==> config.mk <==
export PLATFORM = sky130hd
export DESIGN_NAME = touch_gesture_recognizer
export DESIGN_NICKNAME = d
export VERILOG_FILES = /design/src/rtl/tgr_pkg.sv /design/src/rtl/tgr_engine.sv /design/src/rtl/tgr_evt_queue.sv /design/src/rtl/touch_gesture_recognizer.sv
export SDC_FILE = /design/constraint.sdc
export NUM_CORES = 2
export LEC_CHECK = 0
export ABC_AREA = 1
export BUFFER_PORTS_ARGS = -buffer_cell sky130_fd_sc_hd__buf_2
export CAP_MARGIN = 25
export CORE_UTILIZATION = 64
export DETAILED_ROUTE_END_ITERATION = 6
export GPL_ROUTABILITY_DRIVEN = 0
export GPL_TIMING_DRIVEN = 0
export PLACE_DENSITY = 0.82
export SYNTH_ARGS = -nofsm -noshare
export SYNTH_HDL_FRONTEND = slang
export SYNTH_SLANG_ARGS = --single-unit
==> constraint.sdc <==
create_clock -name clk -period 10.7 [get_ports clk]
set_input_delay 2.14 -clock clk [delete_from_list [all_inputs] [get_ports clk]]
set_output_delay 2.14 -clock clk [all_outputs]
set_load 0.03 [all_outputs]
==> src/rtl/tgr_pkg.sv <==
// Shared types and constants for the touch gesture recognizer.
// No dependencies; every other file in rtl/ imports this package.
package tgr_pkg;

    // Per-slot gesture phase
    typedef enum logic [1:0] {
        PH_IDLE    = 2'd0,
        PH_PRESSED = 2'd1,
        PH_LONG    = 2'd2,
        PH_DRAG    = 2'd3
    } phase_t;

    // Event codes as seen on event_kind
    typedef enum logic [2:0] {
        EV_DOWN       = 3'd0,
        EV_UP         = 3'd1,
        EV_CLICK      = 3'd2,
        EV_DOUBLE     = 3'd3,
        EV_LONG       = 3'd4,
        EV_DRAG_START = 3'd5,
        EV_DRAG_MOVE  = 3'd6,
        EV_DRAG_END   = 3'd7
    } evt_kind_t;

    // Configuration register indexes
    localparam logic [1:0] REG_CLICK_MAX  = 2'd0;
    localparam logic [1:0] REG_DBL_WIN    = 2'd1;
    localparam logic [1:0] REG_DRAG_DIST  = 2'd2;
    localparam logic [1:0] REG_LONG_TIME  = 2'd3;

    localparam int CFG_ADDR_W = 2;
    localparam int CFG_DATA_W = 16;
    localparam int SLOT_W     = 2;

    // Output queue: up to two pushes and one pop per cycle
    localparam int Q_DEPTH = 4;
    localparam int Q_PTR_W = 2;

    typedef struct packed {
        logic [15:0] click_max;
        logic [15:0] dbl_win;
        logic [13:0] drag_dist;
        logic [15:0] long_time;
    } cfg_t;

    typedef struct packed {
        logic [SLOT_W-1:0]  slot;
        logic               pressed;
        logic signed [15:0] x;
        logic signed [15:0] y;
        logic [31:0]        stamp;
    } sample_t;

    typedef struct packed {
        phase_t             phase;
        logic [31:0]        press_start;
        logic signed [15:0] press_px;
        logic signed [15:0] press_py;
        logic               long_done;
        logic               drag_begun;
        logic [31:0]        click_stamp;
        logic signed [15:0] click_px;
        logic signed [15:0] click_py;
    } slot_state_t;

    typedef struct packed {
        evt_kind_t          kind;
        logic [SLOT_W-1:0]  slot;
        logic signed [15:0] x;
        logic signed [15:0] y;
        logic [31:0]        stamp;
        logic               primary;
        logic               last;
    } evt_t;

    // Full-width Manhattan distance between two signed 16-bit points
    function automatic logic [16:0] manhattan(
        input logic signed [15:0] ax,
        input logic signed [15:0] ay,
        input logic signed [15:0] bx,
        input logic signed [15:0] by
    );
        logic signed [16:0] dx;
        logic signed [16:0] dy;
        logic [16:0]        mx;
        logic [16:0]        my;
        dx = {ax[15], ax} - {bx[15], bx};
        dy = {ay[15], ay} - {by[15], by};
        mx = dx[16] ? 17'(-dx) : 17'(dx);
        my = dy[16] ? 17'(-dy) : 17'(dy);
        return {1'b0, mx[15:0]} + {1'b0, my[15:0]};
    endfunction

endpackage

==> src/rtl/tgr_engine.sv <==
// Gesture decision logic for one sample against its slot's state.
// Combinational; depends on tgr_pkg.
module tgr_engine (
    input  tgr_pkg::cfg_t        cfg,
    input  tgr_pkg::sample_t     smp,
    input  tgr_pkg::slot_state_t cur,
    output tgr_pkg::slot_state_t nxt,
    output tgr_pkg::evt_t        ev0,
    output tgr_pkg::evt_t        ev1,
    output logic [1:0]           n_ev
);
    import tgr_pkg::*;

    logic [31:0] held;
    logic [31:0] since_click;
    logic [16:0] dist_press;
    logic [16:0] dist_click;
    logic        was_idle;
    logic        long_hit;
    logic        dbl_hit;
    logic signed [15:0] eff_px;
    logic signed [15:0] eff_py;
    evt_kind_t   k0;
    evt_kind_t   k1;

    // Time and distance terms, all wrapping modulo 2^32 for time
    assign held        = smp.stamp - cur.press_start;
    assign since_click = smp.stamp - cur.click_stamp;
    assign dist_press  = manhattan(smp.x, smp.y, cur.press_px, cur.press_py);
    assign dist_click  = manhattan(smp.x, smp.y, cur.click_px, cur.click_py);
    assign was_idle    = (cur.phase == PH_IDLE);

    // A fresh press has zero hold time
    assign long_hit = was_idle ? (cfg.long_time == 16'd0)
                               : (held >= {16'd0, cfg.long_time});
    assign dbl_hit  = (cur.click_stamp != 32'd0)
                   && (since_click <= {16'd0, cfg.dbl_win})
                   && (dist_click <= {2'b00, cfg.drag_dist, 1'b0});
    assign eff_px   = was_idle ? smp.x : cur.press_px;
    assign eff_py   = was_idle ? smp.y : cur.press_py;

    // Next state and up to two event kinds
    always_comb
    begin
        nxt  = cur;
        n_ev = 2'd0;
        k0   = EV_DOWN;
        k1   = EV_DOWN;
        if (smp.pressed)
        begin
            if (was_idle)
            begin
                nxt.phase       = PH_PRESSED;
                nxt.press_start = smp.stamp;
                nxt.press_px    = smp.x;
                nxt.press_py    = smp.y;
                nxt.long_done   = 1'b0;
                nxt.drag_begun  = 1'b0;
                k0   = EV_DOWN;
                n_ev = 2'd1;
            end
            else if (!cur.drag_begun && dist_press >= {3'b000, cfg.drag_dist})
            begin
                nxt.drag_begun = 1'b1;
                nxt.phase      = PH_DRAG;
                k0   = EV_DRAG_START;
                n_ev = 2'd1;
            end
            else if (cur.phase == PH_DRAG)
            begin
                k0   = EV_DRAG_MOVE;
                n_ev = 2'd1;
            end
            // Long press check runs on the updated phase
            if (nxt.phase == PH_PRESSED && !nxt.long_done && long_hit)
            begin
                nxt.long_done = 1'b1;
                nxt.phase     = PH_LONG;
                if (n_ev == 2'd0)
                begin
                    k0   = EV_LONG;
                    n_ev = 2'd1;
                end
                else
                begin
                    k1   = EV_LONG;
                    n_ev = 2'd2;
                end
            end
        end
        else if (!was_idle)
        begin
            if (cur.phase == PH_DRAG)
            begin
                k0   = EV_DRAG_END;
                n_ev = 2'd1;
            end
            else
            begin
                k0   = EV_UP;
                n_ev = 2'd1;
                if (!cur.long_done && held <= {16'd0, cfg.click_max})
                begin
                    n_ev = 2'd2;
                    if (dbl_hit)
                    begin
                        k1 = EV_DOUBLE;
                        nxt.click_stamp = 32'd0;
                    end
                    else
                    begin
                        k1 = EV_CLICK;
                        nxt.click_stamp = smp.stamp;
                        nxt.click_px    = smp.x;
                        nxt.click_py    = smp.y;
                    end
                end
            end
            nxt.phase       = PH_IDLE;
            nxt.press_start = 32'd0;
        end
    end

    // Build event beats; a long press reports the press position
    always_comb
    begin
        ev0.kind    = k0;
        ev0.slot    = smp.slot;
        ev0.x       = (k0 == EV_LONG) ? eff_px : smp.x;
        ev0.y       = (k0 == EV_LONG) ? eff_py : smp.y;
        ev0.stamp   = smp.stamp;
        ev0.primary = k0 inside {EV_DOWN, EV_CLICK, EV_DOUBLE, EV_LONG};
        ev0.last    = (n_ev == 2'd1);
        ev1.kind    = k1;
        ev1.slot    = smp.slot;
        ev1.x       = (k1 == EV_LONG) ? eff_px : smp.x;
        ev1.y       = (k1 == EV_LONG) ? eff_py : smp.y;
        ev1.stamp   = smp.stamp;
        ev1.primary = k1 inside {EV_DOWN, EV_CLICK, EV_DOUBLE, EV_LONG};
        ev1.last    = 1'b1;
    end

endmodule

==> src/rtl/tgr_evt_queue.sv <==
// Output event queue: up to two beats pushed, one beat popped per cycle.
// Depends on tgr_pkg.
module tgr_evt_queue (
    input  logic          clk,
    input  logic          rst_n,
    input  logic [1:0]    push_n,
    input  tgr_pkg::evt_t push0,
    input  tgr_pkg::evt_t push1,
    input  logic          pop,
    output tgr_pkg::evt_t head,
    output logic          not_empty,
    output logic          room
);
    import tgr_pkg::*;

    evt_t               mem [Q_DEPTH];
    logic [Q_PTR_W-1:0] wr_ptr_reg;
    logic [Q_PTR_W-1:0] wr_ptr_next;
    logic [Q_PTR_W-1:0] rd_ptr_reg;
    logic [Q_PTR_W-1:0] rd_ptr_next;
    logic [Q_PTR_W:0]   count_reg;
    logic [Q_PTR_W:0]   count_next;
    logic               do_pop;

    assign not_empty = (count_reg != '0);
    assign room      = (count_reg <= (Q_PTR_W+1)'(Q_DEPTH - 2));
    assign head      = mem[rd_ptr_reg];
    assign do_pop    = pop && not_empty;

    // Advance pointers and fill level
    always_comb
    begin
        wr_ptr_next = wr_ptr_reg + Q_PTR_W'(push_n);
        rd_ptr_next = rd_ptr_reg + Q_PTR_W'(do_pop);
        count_next  = count_reg + (Q_PTR_W+1)'(push_n) - (Q_PTR_W+1)'(do_pop);
    end

    always_ff @(posedge clk or negedge rst_n)
    begin
        if (!rst_n)
        begin
            wr_ptr_reg <= '0;
            rd_ptr_reg <= '0;
            count_reg  <= '0;
        end
        else
        begin
            wr_ptr_reg <= wr_ptr_next;
            rd_ptr_reg <= rd_ptr_next;
            count_reg  <= count_next;
        end
    end

    // Store pushed beats
    always_ff @(posedge clk)
    begin
        if (push_n != 2'd0)
        begin
            mem[wr_ptr_reg] <= push0;
        end
        if (push_n == 2'd2)
        begin
            mem[wr_ptr_reg + Q_PTR_W'(1)] <= push1;
        end
    end

endmodule

==> src/rtl/touch_gesture_recognizer.sv <==
// Touch gesture recognizer: one touch sample in, zero to two gesture event beats out.
// Depends on tgr_pkg, tgr_engine and tgr_evt_queue.
//
// Each accepted sample lands in an input register; once the output queue has room for two
// events, its slot's state is read, the gesture decision is made and up to two events are
// written into a four-entry output queue, whose head drives the output. A sample is taken every
// cycle while the queue holds at most two events; the single output port drains one event per
// cycle while out_ready is high, so a stream of samples that give two events each fills the
// queue faster than it drains and holds off new samples. Only slots 0..3 are reachable through
// the 2-bit slot field; a slot at or above SLOT_COUNT is dropped without events. Configuration
// registers must be written while no sample is in flight.
module touch_gesture_recognizer #(
    parameter int SLOT_COUNT = 4
) (
    input  logic                            clk,
    input  logic                            rst_n,
    input  logic                            cfg_wr_en,
    input  logic [tgr_pkg::CFG_ADDR_W-1:0]  cfg_addr,
    input  logic [tgr_pkg::CFG_DATA_W-1:0]  cfg_wdata,
    input  logic                            in_valid,
    output logic                            in_ready,
    input  logic [tgr_pkg::SLOT_W-1:0]      slot,
    input  logic                            pressed,
    input  logic signed [15:0]              pos_x,
    input  logic signed [15:0]              pos_y,
    input  logic [31:0]                     stamp,
    output logic                            out_valid,
    input  logic                            out_ready,
    output logic [2:0]                      event_kind,
    output logic [tgr_pkg::SLOT_W-1:0]      event_slot,
    output logic signed [15:0]              event_x,
    output logic signed [15:0]              event_y,
    output logic [31:0]                     event_time,
    output logic                            primary,
    output logic                            last_of_run
);
    import tgr_pkg::*;

    localparam int SLOTS_USED = (SLOT_COUNT < (1 << SLOT_W)) ? SLOT_COUNT : (1 << SLOT_W);
    localparam int IDX_W      = (SLOTS_USED > 1) ? $clog2(SLOTS_USED) : 1;

    cfg_t        cfg_reg;
    logic        iv_reg;
    sample_t     smp_reg;
    slot_state_t st_reg [SLOTS_USED];
    slot_state_t cur;
    slot_state_t nxt;
    evt_t        ev0;
    evt_t        ev1;
    evt_t        head;
    logic [1:0]  n_ev;
    logic [1:0]  push_n;
    logic        room;
    logic        go;
    logic        slot_ok;
    logic [IDX_W-1:0] idx;

    // Configuration writes
    always_ff @(posedge clk or negedge rst_n)
    begin
        if (!rst_n)
        begin
            cfg_reg.click_max <= 16'd300;
            cfg_reg.dbl_win   <= 16'd300;
            cfg_reg.drag_dist <= 14'd10;
            cfg_reg.long_time <= 16'd800;
        end
        else if (cfg_wr_en)
        begin
            case (cfg_addr)
                REG_CLICK_MAX: cfg_reg.click_max <= cfg_wdata;
                REG_DBL_WIN:   cfg_reg.dbl_win   <= cfg_wdata;
                REG_DRAG_DIST: cfg_reg.drag_dist <= cfg_wdata[13:0];
                REG_LONG_TIME: cfg_reg.long_time <= cfg_wdata;
                default:       cfg_reg.click_max <= cfg_reg.click_max;
            endcase
        end
    end

    // Process the held sample when the queue can take two beats
    assign go       = iv_reg && room;
    assign in_ready = !iv_reg || go;

    always_ff @(posedge clk or negedge rst_n)
    begin
        if (!rst_n)
        begin
            iv_reg <= 1'b0;
        end
        else if (in_valid && in_ready)
        begin
            iv_reg <= 1'b1;
        end
        else if (go)
        begin
            iv_reg <= 1'b0;
        end
    end

    // Capture the input beat
    always_ff @(posedge clk)
    begin
        if (in_valid && in_ready)
        begin
            smp_reg.slot    <= slot;
            smp_reg.pressed <= pressed;
            smp_reg.x       <= pos_x;
            smp_reg.y       <= pos_y;
            smp_reg.stamp   <= stamp;
        end
    end

    // Select the slot's state; drop slots beyond the configured count
    assign slot_ok = ({1'b0, smp_reg.slot} < (SLOT_W+1)'(SLOTS_USED));
    assign idx     = slot_ok ? smp_reg.slot[IDX_W-1:0] : '0;
    assign cur     = st_reg[idx];

    tgr_engine u_engine (
        .cfg  (cfg_reg),
        .smp  (smp_reg),
        .cur  (cur),
        .nxt  (nxt),
        .ev0  (ev0),
        .ev1  (ev1),
        .n_ev (n_ev)
    );

    // Update slot state on a processed sample
    always_ff @(posedge clk or negedge rst_n)
    begin
        if (!rst_n)
        begin
            for (int i = 0; i < SLOTS_USED; i++)
            begin
                st_reg[i] <= '0;
            end
        end
        else if (go && slot_ok)
        begin
            st_reg[idx] <= nxt;
        end
    end

    assign push_n = (go && slot_ok) ? n_ev : 2'd0;

    tgr_evt_queue u_queue (
        .clk       (clk),
        .rst_n     (rst_n),
        .push_n    (push_n),
        .push0     (ev0),
        .push1     (ev1),
        .pop       (out_ready),
        .head      (head),
        .not_empty (out_valid),
        .room      (room)
    );

    // Drive the output beat from the queue head
    assign event_kind  = head.kind;
    assign event_slot  = head.slot;
    assign event_x     = head.x;
    assign event_y     = head.y;
    assign event_time  = head.stamp;
    assign primary     = head.primary;
    assign last_of_run = head.last;

endmodule

==> flow_summary.toml <==
[run_status]
status = "finished with violations"
failed_checks = "DRC, slew limit"

[floorplanning]
core_um2 = 86900
rows = 108
io_pins = 163
die_w_um = 298
die_area_um2 = 89000
fp.dieH_um = 298
start_util_pct = 64.7

[clock_tree]
cts.sinks = 949
cts-buffers-inserted = 99
clock_latency_ns = 0.72
cts_max_path_buffers = 3
cts_tree = "yes"
root_buffer = "clkbuf_16"
h-tree-depth = 3
cts.reportedPaths.clkPinSlew_ns = 0.06

[timing]
setup_viol = 0
slew_viol_final = 3
tightest_slew_ns = 1.51
max_freq_mhz = 97.4
hold_viol = 0
layout_min_cycle_time_ns = 10.27
slew_headroom_pct = -0.582
skew_ns = 0.0562
fin_crit_sh_pct = 96.0

[layout]
design_area_um2 = 62500
finalNonFillerCells = 8756
drive_above_1_share_pct = 7.80
seq_area_um2 = 25500
largest_register_ffs = 528
multi_input_area_um2 = 27000
area_delta_synth_final_pct = 11.3
final_cell_mix = "2632 x nand2_1, 598 x inv_1, 585 x dfrtp_1"
num-fill-cells = 6497
final_common_cell = "nand2_1"
finalNetCount = 7854

[critical_path]
crit_type = "reg2reg"
critical_path_required_ns = 11.10
crit_fanout = 22
critical_path_arrival_ns = 10.67
startpoint_type = "flop"
crit_top_cell = "nand2_1"
crit_path_end_kind = "flop"
slowest_delay_ns = 1.32
worst_path_max_delay_cell = "a221oi_1"
reg2regPathDepth = 47

[synth]
yosys_register_bits = 949
async_flop_share_pct = 63.0
yosysTopAreaCell = "dfrtp_1"
postSynthCellCount = 7213
post-synth-top-area-fraction_pct = 26.1
synth_seq_area_share_pct = 45.4
synth_area_um2 = 56200
syn_nets = 7556
ys_types = 57
synth_ff_type = "dfrtp_1"
synth_area_leaders = "dfrtp_1 26%, edfxtp_1 19%, nand2_1 18%"
synth-edff-count = 347
syn_area_per_cell_um2 = 7.79
synth_warnings = 0

[detailed_routing]
vias_per_cell = 6.35
ant_nets = 0
first_pass_iters = 7
wl_per_cell_um = 22.5
wirelength_um = 197000
dr_total_vias = 55584
dr.first_iter.drc_count = 9073
drc = 54

[grt]
grt_pass1_vias = 52128
grt_usage_pct = 43.2
grt_pass1_wl_um = 295000
antenna_found_initial = 6
grt_max_degree = 121
overflow = 0

[place]
io_buffers = 162
place.detailed.hpwl_um = 142000
placed_area_um2 = 58800
placedCellCount = 8543

[job]
maxCapViolations = 0

[worst_hold_path]
hold_class = "reg2reg"
whs_path_depth = 2
## worst paths after layout
path / start / endpoint / slack, ns
worst max-delay path: idx[0]$_DFFE_PP_ / u_queue.mem[0][4]$_DFFE_PP_ / 0.43
min in group asynchronous: rst_n / st_reg[483]$_DFFE_PN0P_ / 1.39
max in group asynchronous: rst_n / st_reg[450]$_DFFE_PN0P_ / 7.69
worst min register to register: u_queue.mem[1][0]$_SDFFE_PP1P_ / u_queue.mem[1][0]$_SDFFE_PP1P_ / 0.47
worst max register to register: idx[0]$_DFFE_PP_ / u_queue.mem[0][4]$_DFFE_PP_ / 0.43
worst min-delay path: u_queue.mem[1][0]$_SDFFE_PP1P_ / u_queue.mem[1][0]$_SDFFE_PP1P_ / 0.47
## worst max-delay path: cells and delay by family (launching register included)
kind                     cells  cell delay (ns)
AO/OA/AOI/OAI               10             2.77
adder cells (fa/ha/maj)      4             1.33
flip-flops                   1             0.44
buffers and inverters       12             2.40
XOR/XNOR                     2             0.39
AND/OR/NAND/NOR             19             2.61
## metal layers
layer	track usage, %	wire [um]
met1	53.9	69100
met2	63.9	83100
met3	16.6	30900
met4	24.8	13500
met5	1.08	138
## per-stage QoR
stage / util (%) / hold slack [ns] / worst slack, ns / TNS (ns)
after detailed placement: 67.7 / 0.435 / -0.992 / -269.54
after global placement: 67.3 / 0.434 / -5.06 / -3646.03
final: 72.0 / 0.474 / 0.429 / 0
after floorplan: - / 0.421 / 1.37 / 0
after CTS: 71.6 / 0.449 / 0.0207 / 0
after global routing: 72.0 / 0.487 / -0.0451 / -2.12
## layout make-up
cell class	count	area share, %
well taps	1155	2.31
diodes	7	0.0280
repair buffers	197	2.18
flip-flops and latches	949	40.7
clock buffers	131	4.36
clock inverters	53	0.910
multi-input cells	5292	43.1
inverters	616	3.70
plain buffers	356	2.63
## cells in the mapped netlist, types with 20 or more instances
master,n
nor3_1,43
inv_1,599
nand2_1,2637
o21ai_2,32
buf_2,41
buf_4,22
edfxtp_1,347
o22ai_1,134
o21ai_0,555
xnor2_1,32
dfrtp_1,585
buf_6,21
a21oi_1,284
nand3_1,293
nor2_1,382
nand4_1,133
a221oi_1,76
a22oi_1,53
buf_1,38
xor2_1,132
and2_1,20
ha_1,244
a21oi_2,34
clkbuf_1,235
a22o_1,33
o21ai_1,46
## kinds of logic (layout without fill, tap and decap cells)
| group | count (synthesis) | after routing | share of synthesized area, % |
|---|---|---|---|
| flip-flops | 949 | 949 | 45.4 |
| XOR/XNOR | 164 | 164 | 2.56 |
| AND/OR/NAND/NOR | 3557 | 3558 | 25.5 |
| buffers and inverters | 973 | 1353 | 7.02 |
| other | 0 | 7 | 0 |
| AO/OA/AOI/OAI | 1314 | 1314 | 13.7 |
| multiplexers | 3 | 3 | 0.0535 |
| adder cells (fa/ha/maj) | 253 | 253 | 5.75 |
## repair_timing
| action | 4_1_cts | 5_1_grt |
|---|---|---|
| resized for setup | 8 | 33 |
| pin swaps | 0 | 6 |
| hold endpoints to repair | 0 | 0 |
| buffers inserted | 2 | 6 |
| setup endpoints to repair | 553 | 556 |
| hold buffers | 0 | 0 |
| gates cloned | 0 | 4 |
Power is left out: the tool's default activity adds up to more than one toggle a clock period on the data nets, which glitch-free logic cannot reach.
